==> src/sv/jwks_pkg.sv <==
// ----------------------------------------------------------------------------
// jwks_pkg
// Types, widths, sector boundary coefficients and key tables for the
// joystick wheel key selector.
// ----------------------------------------------------------------------------
package jwks_pkg;

	localparam int ADC_BITS   = 12;
	localparam int DZ_W       = 12;
	localparam int DEB_W      = 16;
	localparam int TIME_W     = 32;
	localparam int CFG_IDX_W  = 2;
	localparam int CFG_DATA_W = 16;

	localparam int DIFF_W = ADC_BITS + 1;       // centered sample, signed
	localparam int MAG_W  = 2 * ADC_BITS + 1;   // dx^2 + dy^2
	localparam int DZSQ_W = 2 * DZ_W;
	localparam int COEF_W = 17;                 // Q1.15 incl. +-32768
	localparam int PROD_W = DIFF_W + COEF_W;
	localparam int SUM_W  = PROD_W + 1;

	localparam logic [DZ_W-1:0]     DZ_RESET     = DZ_W'(800);
	localparam logic [ADC_BITS-1:0] CENTER_RESET = ADC_BITS'(2048);
	localparam logic [DEB_W-1:0]    DEB_RESET    = DEB_W'(150);

	// register map
	typedef enum logic [CFG_IDX_W-1:0] {
		REG_DEADZONE = 2'd0,
		REG_CENTER   = 2'd1,
		REG_DEBOUNCE = 2'd2
	} cfg_reg_t;

	typedef enum logic {
		OP_SAMPLE = 1'b0,
		OP_PRESS  = 1'b1
	} op_t;

	localparam logic       STICK_ONE    = 1'b0;
	localparam logic [1:0] WHEEL_DIGITS = 2'd1;  // stick one: ten sectors
	localparam logic [1:0] WHEEL_LAST   = 2'd2;

	// boundary cos/sin magnitudes, Q1.15
	localparam logic signed [PROD_W-1:0] K8_A  = PROD_W'(30274);
	localparam logic signed [PROD_W-1:0] K8_B  = PROD_W'(12540);
	localparam logic signed [PROD_W-1:0] K10_A = PROD_W'(31164);
	localparam logic signed [PROD_W-1:0] K10_B = PROD_W'(19261);
	localparam logic signed [PROD_W-1:0] K10_C = PROD_W'(10126);
	localparam logic signed [PROD_W-1:0] K10_D = PROD_W'(26510);
	localparam logic signed [PROD_W-1:0] K_ONE = PROD_W'(32768);

	typedef struct packed {
		logic                  opcode;
		logic                  stick_select;
		logic [ADC_BITS-1:0]   x_raw;
		logic [ADC_BITS-1:0]   y_raw;
		logic [TIME_W-1:0]     now_ms;
	} item_t;

	typedef struct packed {
		logic       key_valid;
		logic [7:0] key_code;
		logic [3:0] direction;
		logic [1:0] wheel_index;
		logic       wheel_changed;
	} result_t;

	localparam logic [7:0] KEY_ENTER     = 8'h28;
	localparam logic [7:0] KEY_BKSP      = 8'hB2;
	localparam logic [7:0] KEY_DEL       = 8'hD4;
	localparam logic [7:0] KEY_INS       = 8'hD1;
	localparam logic [7:0] KEY_ORDINAL   = 8'hBA;
	localparam logic [7:0] KEY_INV_EXCL  = 8'hA1;

	// [stick][wheel][sector]
	localparam logic [7:0] KEY_TABLE [2][3][10] = '{
		'{
			'{8'h61, 8'h65, 8'h69, 8'h6F, 8'h75, KEY_ENTER, KEY_BKSP,
				KEY_DEL, 8'h00, 8'h00},
			'{8'h30, 8'h31, 8'h32, 8'h33, 8'h34, 8'h35, 8'h36, 8'h37, 8'h38, 8'h39},
			'{8'h3C, 8'h2C, 8'h2E, 8'h2D, 8'h2B, KEY_ORDINAL, 8'h3F,
				KEY_INV_EXCL, 8'h00, 8'h00}
		},
		'{
			'{8'h62, 8'h63, 8'h64, 8'h66, 8'h67, 8'h68, 8'h6A, 8'h6B, 8'h00, 8'h00},
			'{8'h6C, 8'h6D, 8'h6E, 8'h70, 8'h71, 8'h72, 8'h73, 8'h74, 8'h00, 8'h00},
			'{8'h76, 8'h77, 8'h78, 8'h79, 8'h7A, KEY_INS, KEY_BKSP,
				KEY_DEL, 8'h00, 8'h00}
		}
	};

endpackage

==> src/sv/joystick_wheel_key_selector.sv <==
// ----------------------------------------------------------------------------
// joystick_wheel_key_selector
// Turns stick samples and wheel-button presses of two sticks into key codes.
// ----------------------------------------------------------------------------
//
//  channel  | handshake                  | word
//  ---------+----------------------------+--------------------------------
//  cfg      | cfg_valid / cfg_ready      | cfg_index, cfg_data
//  item     | item_valid / item_stall    | item   (jwks_pkg::item_t)
//  result   | result_valid / result_stall| result (jwks_pkg::result_t)
//
//  One word in and one word out every cycle while no stall holds; each
//  word passes the input reg, then the product reg, then the result reg.
//  The product stage feeds all sector compares; state (wheels, press times,
//  arm flags) is read and written only at the product-to-result step, so
//  back-to-back words on the same stick see each other's updates.
//  result_stall backs up through the stages; item_stall rises only when
//  every stage is full. cfg_ready is always high; the deadzone square is
//  re-registered from deadzone_q in the cycle after a deadzone write.
//  arst_n clears valids, config to defaults, wheels to 0, arms to set.
// ----------------------------------------------------------------------------
module joystick_wheel_key_selector (
	input  logic                                clk,
	input  logic                                arst_n,
	input  logic                                cfg_valid,
	output logic                                cfg_ready,
	input  logic [jwks_pkg::CFG_IDX_W-1:0]      cfg_index,
	input  logic [jwks_pkg::CFG_DATA_W-1:0]     cfg_data,
	input  logic                                item_valid,
	output logic                                item_stall,
	input  jwks_pkg::item_t                     item,
	output logic                                result_valid,
	input  logic                                result_stall,
	output jwks_pkg::result_t                   result
);
	import jwks_pkg::*;

	// ---------------- configuration ----------------
	logic [DZ_W-1:0]     deadzone_q;
	logic [ADC_BITS-1:0] center_q;
	logic [DEB_W-1:0]    debounce_q;
	logic [DZSQ_W-1:0]   dz_sq_q;

	assign cfg_ready = 1'b1;

	always_ff @(posedge clk or negedge arst_n) begin
		if (!arst_n) begin
			deadzone_q <= DZ_RESET;
			center_q   <= CENTER_RESET;
			debounce_q <= DEB_RESET;
			dz_sq_q    <= DZSQ_W'(DZSQ_W'(DZ_RESET) * DZSQ_W'(DZ_RESET));
		end else begin
			dz_sq_q <= DZSQ_W'(deadzone_q) * DZSQ_W'(deadzone_q);
			if (cfg_valid && cfg_ready) begin
				case (cfg_index)
					REG_DEADZONE: deadzone_q <= cfg_data[DZ_W-1:0];
					REG_CENTER:   center_q   <= cfg_data[ADC_BITS-1:0];
					REG_DEBOUNCE: debounce_q <= cfg_data[DEB_W-1:0];
					default: ;   // unmapped index: ignored
				endcase
			end
		end
	end

	// ---------------- flow control ----------------
	logic v_s1, v_s2, out_valid_q;
	logic out_ready, s2_ready, s1_ready, fire_s2;

	assign out_ready  = !out_valid_q || !result_stall;
	assign s2_ready   = !v_s2 || out_ready;
	assign s1_ready   = !v_s1 || s2_ready;
	assign fire_s2    = v_s2 && out_ready;
	assign item_stall = !s1_ready;

	always_ff @(posedge clk or negedge arst_n) begin
		if (!arst_n) begin
			v_s1        <= 1'b0;
			v_s2        <= 1'b0;
			out_valid_q <= 1'b0;
		end else begin
			if (s1_ready)  v_s1        <= item_valid;
			if (s2_ready)  v_s2        <= v_s1;
			if (out_ready) out_valid_q <= v_s2;
		end
	end

	// ---------------- stage 1: center, square, products ----------------
	item_t item_s1;

	always_ff @(posedge clk) begin
		if (s1_ready) item_s1 <= item;
	end

	logic signed [DIFF_W-1:0]   dx_c, dy_c;
	logic signed [2*DIFF_W-1:0] dxx_c, dyy_c;
	logic [MAG_W-1:0]           mag_c;
	logic                       upper_c, zero_c;
	logic signed [PROD_W-1:0]   pa_c, pb_c, pc_c, pd_c;         // eight-sector set
	logic signed [PROD_W-1:0]   pe_c, pf_c, pg_c, ph_c, pi_c;   // ten-sector set

	assign dx_c  = $signed({1'b0, item_s1.x_raw}) - $signed({1'b0, center_q});
	assign dy_c  = $signed({1'b0, item_s1.y_raw}) - $signed({1'b0, center_q});
	assign dxx_c = dx_c * dx_c;
	assign dyy_c = dy_c * dy_c;
	assign mag_c = MAG_W'(dxx_c) + MAG_W'(dyy_c);

	// upper half plane: dy > 0, or on the positive x axis
	assign zero_c  = (dx_c == '0) && (dy_c == '0);
	assign upper_c = (!dy_c[DIFF_W-1] && (dy_c != '0)) ||
		((dy_c == '0) && !dx_c[DIFF_W-1] && (dx_c != '0));

	assign pa_c = PROD_W'(dy_c) * K8_A;
	assign pb_c = PROD_W'(dy_c) * K8_B;
	assign pc_c = PROD_W'(dx_c) * K8_B;
	assign pd_c = PROD_W'(dx_c) * K8_A;
	assign pe_c = PROD_W'(dy_c) * K10_A;
	assign pf_c = PROD_W'(dy_c) * K10_B;
	assign pg_c = PROD_W'(dx_c) * K10_C;
	assign ph_c = PROD_W'(dx_c) * K10_D;
	assign pi_c = PROD_W'(dx_c) * K_ONE;

	// ---------------- stage 2 registers ----------------
	logic                     op_s2, st_s2, upper_s2, zero_s2;
	logic [TIME_W-1:0]        now_s2;
	logic [MAG_W-1:0]         mag_s2;
	logic signed [PROD_W-1:0] pa_s2, pb_s2, pc_s2, pd_s2;
	logic signed [PROD_W-1:0] pe_s2, pf_s2, pg_s2, ph_s2, pi_s2;

	always_ff @(posedge clk) begin
		if (s2_ready) begin
			op_s2    <= item_s1.opcode;
			st_s2    <= item_s1.stick_select;
			now_s2   <= item_s1.now_ms;
			mag_s2   <= mag_c;
			upper_s2 <= upper_c;
			zero_s2  <= zero_c;
			pa_s2    <= pa_c;
			pb_s2    <= pb_c;
			pc_s2    <= pc_c;
			pd_s2    <= pd_c;
			pe_s2    <= pe_c;
			pf_s2    <= pf_c;
			pg_s2    <= pg_c;
			ph_s2    <= ph_c;
			pi_s2    <= pi_c;
		end
	end

	// ---------------- stage 2: boundary tests, sector ----------------
	logic signed [SUM_W-1:0] s8 [8];
	logic signed [SUM_W-1:0] s10 [10];
	logic [7:0]              reach8;
	logic [9:0]              reach10;
	logic [3:0]              cnt8, cnt10, sec8, sec10;

	// dy*cos - dx*sin for each boundary, built from the shared products
	assign s8[0] =  SUM_W'(pa_s2) - SUM_W'(pc_s2);
	assign s8[1] =  SUM_W'(pb_s2) - SUM_W'(pd_s2);
	assign s8[2] = -SUM_W'(pb_s2) - SUM_W'(pd_s2);
	assign s8[3] = -SUM_W'(pa_s2) - SUM_W'(pc_s2);
	assign s8[4] = -SUM_W'(pa_s2) + SUM_W'(pc_s2);
	assign s8[5] = -SUM_W'(pb_s2) + SUM_W'(pd_s2);
	assign s8[6] =  SUM_W'(pb_s2) + SUM_W'(pd_s2);
	assign s8[7] =  SUM_W'(pa_s2) + SUM_W'(pc_s2);

	assign s10[0] =  SUM_W'(pe_s2) - SUM_W'(pg_s2);
	assign s10[1] =  SUM_W'(pf_s2) - SUM_W'(ph_s2);
	assign s10[2] = -SUM_W'(pi_s2);
	assign s10[3] = -SUM_W'(pf_s2) - SUM_W'(ph_s2);
	assign s10[4] = -SUM_W'(pe_s2) - SUM_W'(pg_s2);
	assign s10[5] = -SUM_W'(pe_s2) + SUM_W'(pg_s2);
	assign s10[6] = -SUM_W'(pf_s2) + SUM_W'(ph_s2);
	assign s10[7] =  SUM_W'(pi_s2);
	assign s10[8] =  SUM_W'(pf_s2) + SUM_W'(ph_s2);
	assign s10[9] =  SUM_W'(pe_s2) + SUM_W'(pg_s2);

	// first half of each set sits in the upper half plane
	always_comb begin
		cnt8  = '0;
		cnt10 = '0;
		for (int j = 0; j < 8; j++) begin
			if (j < 4) reach8[j] = !upper_s2 || !s8[j][SUM_W-1];
			else       reach8[j] = !upper_s2 && !s8[j][SUM_W-1];
			cnt8 = cnt8 + 4'(reach8[j]);
		end
		for (int j = 0; j < 10; j++) begin
			if (j < 5) reach10[j] = !upper_s2 || !s10[j][SUM_W-1];
			else       reach10[j] = !upper_s2 && !s10[j][SUM_W-1];
			cnt10 = cnt10 + 4'(reach10[j]);
		end
	end

	// all boundaries reached wraps to sector 0
	assign sec8  = (cnt8 == 4'd8) ? 4'd0 : cnt8;
	assign sec10 = (cnt10 == 4'd10) ? 4'd0 : cnt10;

	// ---------------- per-stick state ----------------
	logic [1:0]        wheel_q [2];
	logic [TIME_W-1:0] last_q [2];
	logic              armed_q [2];

	logic [1:0]        w_cur, w_next;
	logic              armed_cur, press_ok, outside, ten;
	logic [TIME_W-1:0] elapsed;
	logic [3:0]        dir_c;
	result_t           res_c;

	assign w_cur     = wheel_q[st_s2];
	assign armed_cur = armed_q[st_s2];
	assign elapsed   = now_s2 - last_q[st_s2];   // wraps mod 2^32
	assign press_ok  = elapsed > TIME_W'(debounce_q);
	assign w_next    = (w_cur == WHEEL_LAST) ? 2'd0 : w_cur + 2'd1;
	assign outside   = mag_s2 >= MAG_W'(dz_sq_q);
	assign ten       = (st_s2 == STICK_ONE) && (w_cur == WHEEL_DIGITS);
	assign dir_c     = zero_s2 ? 4'd0 : (ten ? sec10 : sec8);

	always_comb begin
		res_c             = '0;
		res_c.wheel_index = w_cur;
		if (op_s2 == OP_PRESS) begin
			if (press_ok) begin
				res_c.wheel_changed = 1'b1;
				res_c.wheel_index   = w_next;
			end
		end else if (outside) begin
			res_c.direction = dir_c;
			if (armed_cur) begin
				res_c.key_valid = 1'b1;
				res_c.key_code  = KEY_TABLE[st_s2][w_cur][dir_c];
			end
		end
	end

	always_ff @(posedge clk or negedge arst_n) begin
		if (!arst_n) begin
			for (int s = 0; s < 2; s++) begin
				wheel_q[s] <= 2'd0;
				last_q[s]  <= '0;
				armed_q[s] <= 1'b1;
			end
		end else if (fire_s2) begin
			if (op_s2 == OP_PRESS) begin
				if (press_ok) begin
					wheel_q[st_s2] <= w_next;
					last_q[st_s2]  <= now_s2;
				end
			end else if (outside) begin
				if (armed_cur) armed_q[st_s2] <= 1'b0;   // one key per excursion
			end else begin
				armed_q[st_s2] <= 1'b1;                  // back in the deadzone
			end
		end
	end

	// ---------------- result register ----------------
	result_t result_q;

	always_ff @(posedge clk) begin
		if (fire_s2) result_q <= res_c;
	end

	assign result_valid = out_valid_q;
	assign result       = result_q;

endmodule

==> config.mk <==
export PLATFORM = sky130hd
export DESIGN_NAME = joystick_wheel_key_selector
export DESIGN_NICKNAME = d
export VERILOG_FILES = /design/src/sv/jwks_pkg.sv /design/src/sv/joystick_wheel_key_selector.sv
export SDC_FILE = /design/constraint.sdc
export NUM_CORES = 2
export LEC_CHECK = 0
export ABC_AREA = 1
export BUFFER_PORTS_ARGS = -buffer_cell sky130_fd_sc_hd__buf_2
export CORE_UTILIZATION = 61
export CTS_CLUSTER_SIZE = 24
export DETAILED_ROUTE_END_ITERATION = 10
export PLACE_DENSITY = 0.73
export SKIP_CTS_REPAIR_TIMING = 1
export SYNTH_ARGS = -nofsm -noshare
export SYNTH_HDL_FRONTEND = slang
export SYNTH_SLANG_ARGS = --single-unit
==> constraint.sdc <==
create_clock -name clk -period 10 [get_ports clk]
set_clock_uncertainty 0.2 [all_clocks]
set_input_delay 2 -clock clk [delete_from_list [all_inputs] [get_ports clk]]
set_output_delay 2 -clock clk [all_outputs]
set_load 0.01 [all_outputs]
==> results.sh <==
export IMPL_status="finished, final reports clean"
export IMPL_grt_setup_unrepaired="false"
export IMPL_critPathLaunchType="flip-flop"
export IMPL_period_share=0.9588
export IMPL_synth_cell_types=65
export IMPL_cpMostUsedCell="inv_1"
export IMPL_hpwl_um=187500
export IMPL_cts_tree="done"
export IMPL_drv_cap=0
export IMPL_core_area_um2=116700
export IMPL_synthCells=8012
export IMPL_syn_avg_cell_area_um2=8.999
export IMPL_cp_max_fo=14
export IMPL_critPathMaxStageDelay_ns=0.70
export IMPL_synth_area_um2=72100
export IMPL_hold_viol_final=0
export IMPL_io_pins=100
export IMPL_holdPathEnd="now_s2[15]"
export IMPL_reg2reg_to="result[10]"
export IMPL_yosys_warnings=0
export IMPL_slew_viol_final=0
export IMPL_max_freq_mhz=104.3
export IMPL_fin_util=0.6580
export IMPL_dr_first_iter_drc_count=4712
export IMPL_via_count=55580
export IMPL_finalNetCount=10430
export IMPL_worst_pin_slew_ns=1.147
export IMPL_fin_tns_setup_ns=0
export IMPL_r2r_start="pf_s2[0]"
export IMPL_clock_path_buffers=3
export IMPL_path_class="reg2reg"
export IMPL_rr_worst_depth=35
export IMPL_port_buffers=98
export IMPL_synth_edf_count=341
export IMPL_synth_ff_type="edfxtp_1"
export IMPL_fp_row_count=125
export IMPL_met2_usage=0.5624
export IMPL_stdcell_area_um2=76770
export IMPL_initial_core_util=0.6179
export IMPL_arrival_ns=9.93
export IMPL_grt_pass1_vias=55840
export IMPL_synth_nets=10270
export IMPL_synthArstFlopShare=0.2851
export IMPL_multi_input_area_um2=51150
export IMPL_die_area_um2=119600
export IMPL_cp_slowest_cell="fa_1"
export IMPL_worstHoldPathType="reg2reg"
export IMPL_fp_dieW_um=345.8
export IMPL_setup_viol=0
export IMPL_clock_sinks=477
export IMPL_cts_inserted_buffers=55
export IMPL_drc=0
export IMPL_register_area_um2=13660
export IMPL_dpl_cell_area_um2=74880
export IMPL_grt_met1_usage=0.5347
export IMPL_post_place_ws_ns=0.3695
export IMPL_cts_max_level=2
export IMPL_vias_per_cell=5.702
export IMPL_avgRoutedWirePerCell_um=22.63
export IMPL_ys_seq_area_frac=0.1895
export IMPL_fin_crit_ns=9.588
export IMPL_clock_latency_ns=0.71
export IMPL_grt_pass1_wl_um=334900
export IMPL_setup_ws_ns=0.4120
export IMPL_use_met3=0.07708
export IMPL_nFillCells=9692
export IMPL_ys_seq_elements=477
export IMPL_grt_start_max_net_pins=85
export IMPL_relSlewSlack=0.2302
export IMPL_drt_pass1_iterations=6
export IMPL_worst_r2r_setup_slack_ns=0.41
export IMPL_cts_root_buffer="clkbuf_16"
export IMPL_layout_area_overhead_vs_synth_pct=6.487
export IMPL_worstHoldStart="item_s1[15]"
export IMPL_grtUsageTotal=0.3739
export IMPL_grt_ovfl_total=0
export IMPL_gp_congestion=1.012
export IMPL_fp_dieH_um=345.8
export IMPL_antenna_found_initial=16
export IMPL_worstHoldPathCells=0
export IMPL_critPathRequiredTime_ns=10.34
export IMPL_ant_nets=0
export IMPL_drive_gt1_frac=0.04515
export IMPL_wl_um=220600
export IMPL_critPathCaptureType="flip-flop"
export IMPL_top_usage_layer="met2"
export IMPL_path_clk_slew_ns=0.06
[synth_stat cells (10+ instances only)]
| cell type | instances | area [um^2] |
|---|---|---|
| o311ai_0 | 13 | 113.9 |
| a21o_1 | 22 | 165.2 |
| or2_2 | 29 | 181.4 |
| o21a_1 | 10 | 75.07 |
| clkbuf_1 | 50 | 187.7 |
| nor2_2 | 12 | 75.07 |
| o21ai_0 | 204 | 1021 |
| o2111ai_1 | 11 | 96.34 |
| nor3b_1 | 11 | 82.58 |
| nand3_1 | 205 | 1026 |
| xnor2_1 | 128 | 1121 |
| ha_1 | 1358 | 16990 |
| nand2_1 | 1075 | 4035 |
| o31ai_1 | 23 | 172.7 |
| xor2_1 | 232 | 2032 |
| fa_1 | 819 | 16400 |
| nor2_1 | 463 | 1738 |
| a211oi_1 | 13 | 97.59 |
| a21oi_1 | 484 | 2422 |
| dfrtp_1 | 121 | 3028 |
| a221oi_1 | 13 | 113.9 |
| a21boi_0 | 12 | 90.09 |
| inv_1 | 1877 | 7046 |
| mux2i_1 | 31 | 310.3 |
| nor4_1 | 48 | 300.3 |
| o211ai_1 | 26 | 195.2 |
| edfxtp_1 | 341 | 10240 |
| nand4_1 | 136 | 850.8 |
| dfstp_2 | 15 | 394.1 |
| o21bai_1 | 32 | 240.2 |
| nor3_1 | 75 | 375.4 |
| a31oi_1 | 26 | 162.7 |
[per-stage QoR]
step,hold slack (ns),instances
after floorplan,0.2003,8012
after global placement,0.2027,9639
after detailed placement,0.2045,9639
after CTS,0.2181,9741
after global routing,0.2261,9745
final,0.2156,9748
[area by class of cell]
| cell class | count | share of cell area |
|---|---|---|
| multi-input cells | 5576 | 0.6663 |
| flip-flops and latches | 477 | 0.1779 |
| inverters | 1886 | 0.09226 |
| well taps | 1524 | 0.02484 |
| clock buffers | 67 | 0.01931 |
| repair buffers | 176 | 0.01410 |
| clock inverters | 35 | 0.005052 |
| diodes | 7 | 0.0002282 |
[worst max-delay path by stage]
stage | to | start | cells past startpoint
finish | result[10] | pf_s2[0] | 35
global route | result[11] | pf_s2[0] | 35
CTS | result[10] | pf_s2[0] | 35
detailed placement | result[10] | pf_s2[0] | 35
global placement | result[10] | pf_s2[0] | 35
floorplan | mag_s2[22] | item_s1[32] | 36
[state kept, by name, summed over array words and instances, names as in the netlist, 4 cells and up, named ones only]
name / cells
ph_s2: 27
dz_sq_q: 23
center_q: 12
debounce_q: 16
pd_s2: 23
pi_s2: 13
pb_s2: 24
now_s2: 32
result: 16
last_q: 64
item_s1: 58
pg_s2: 14
mag_s2: 25
pe_s2: 26
pf_s2: 29
pc_s2: 24
pa_s2: 26
wheel_q: 4
deadzone_q: 12
[per-layer routing]
| metal | vias to the layer above | routed length (um) | share of wire |
|---|---|---|---|
| li1 | 25910 | - | - |
| met5 | - | 92 | 0.00042 |
| met3 | 363 | 21170 | 0.096 |
| met4 | 14 | 8604 | 0.039 |
| met2 | 2069 | 94920 | 0.43 |
| met1 | 27230 | 95800 | 0.43 |
[cells in the final DEF (no fill, tap or decap), types with 29 or more instances in the layout]
cell | Yosys | layout
ha_1 | 1358 | 1358
dfrtp_1 | 121 | 121
fa_1 | 819 | 819
xnor2_1 | 128 | 128
mux2i_1 | 31 | 31
nor4_1 | 48 | 46
or2_2 | 29 | 29
nand4_1 | 136 | 136
buf_2 | 8 | 97
xor2_1 | 232 | 223
buf_4 | 7 | 78
o21bai_1 | 32 | 32
edfxtp_1 | 341 | 341
nor2_1 | 463 | 460
nand3_1 | 205 | 205
o21ai_0 | 204 | 203
a21oi_1 | 484 | 483
nand2_1 | 1075 | 1074
clkbuf_16 | 0 | 56
nor3_1 | 75 | 75
inv_1 | 1877 | 1875
[cell families (layout without fill, tap and decap cells)]
| logic type | after synthesis | count (layout) | share of synthesized area |
|---|---|---|---|
| AO/OA/AOI/OAI | 919 | 919 | 0.07251 |
| XOR/XNOR | 360 | 360 | 0.04373 |
| adder cells (fa/ha/maj) | 2177 | 2177 | 0.4631 |
| buffers and inverters | 1959 | 2164 | 0.1027 |
| flip-flops | 477 | 477 | 0.1895 |
| multiplexers | 31 | 31 | 0.004304 |
| other | 1 | 8 | 0.00005201 |
| AND/OR/NAND/NOR | 2088 | 2088 | 0.1241 |
[critical path: cells and delay by family (launching register included)]
family,cells,cell delay (ns)
XOR/XNOR,2,0.42
buffers and inverters,6,1.23
AO/OA/AOI/OAI,5,0.74
AND/OR/NAND/NOR,15,3.28
flip-flops,1,0.48
adder cells (fa/ha/maj),7,3.08
Power is left out: the tool's default activity adds up to more than one toggle a clock period on the data nets, which glitch-free logic cannot reach.
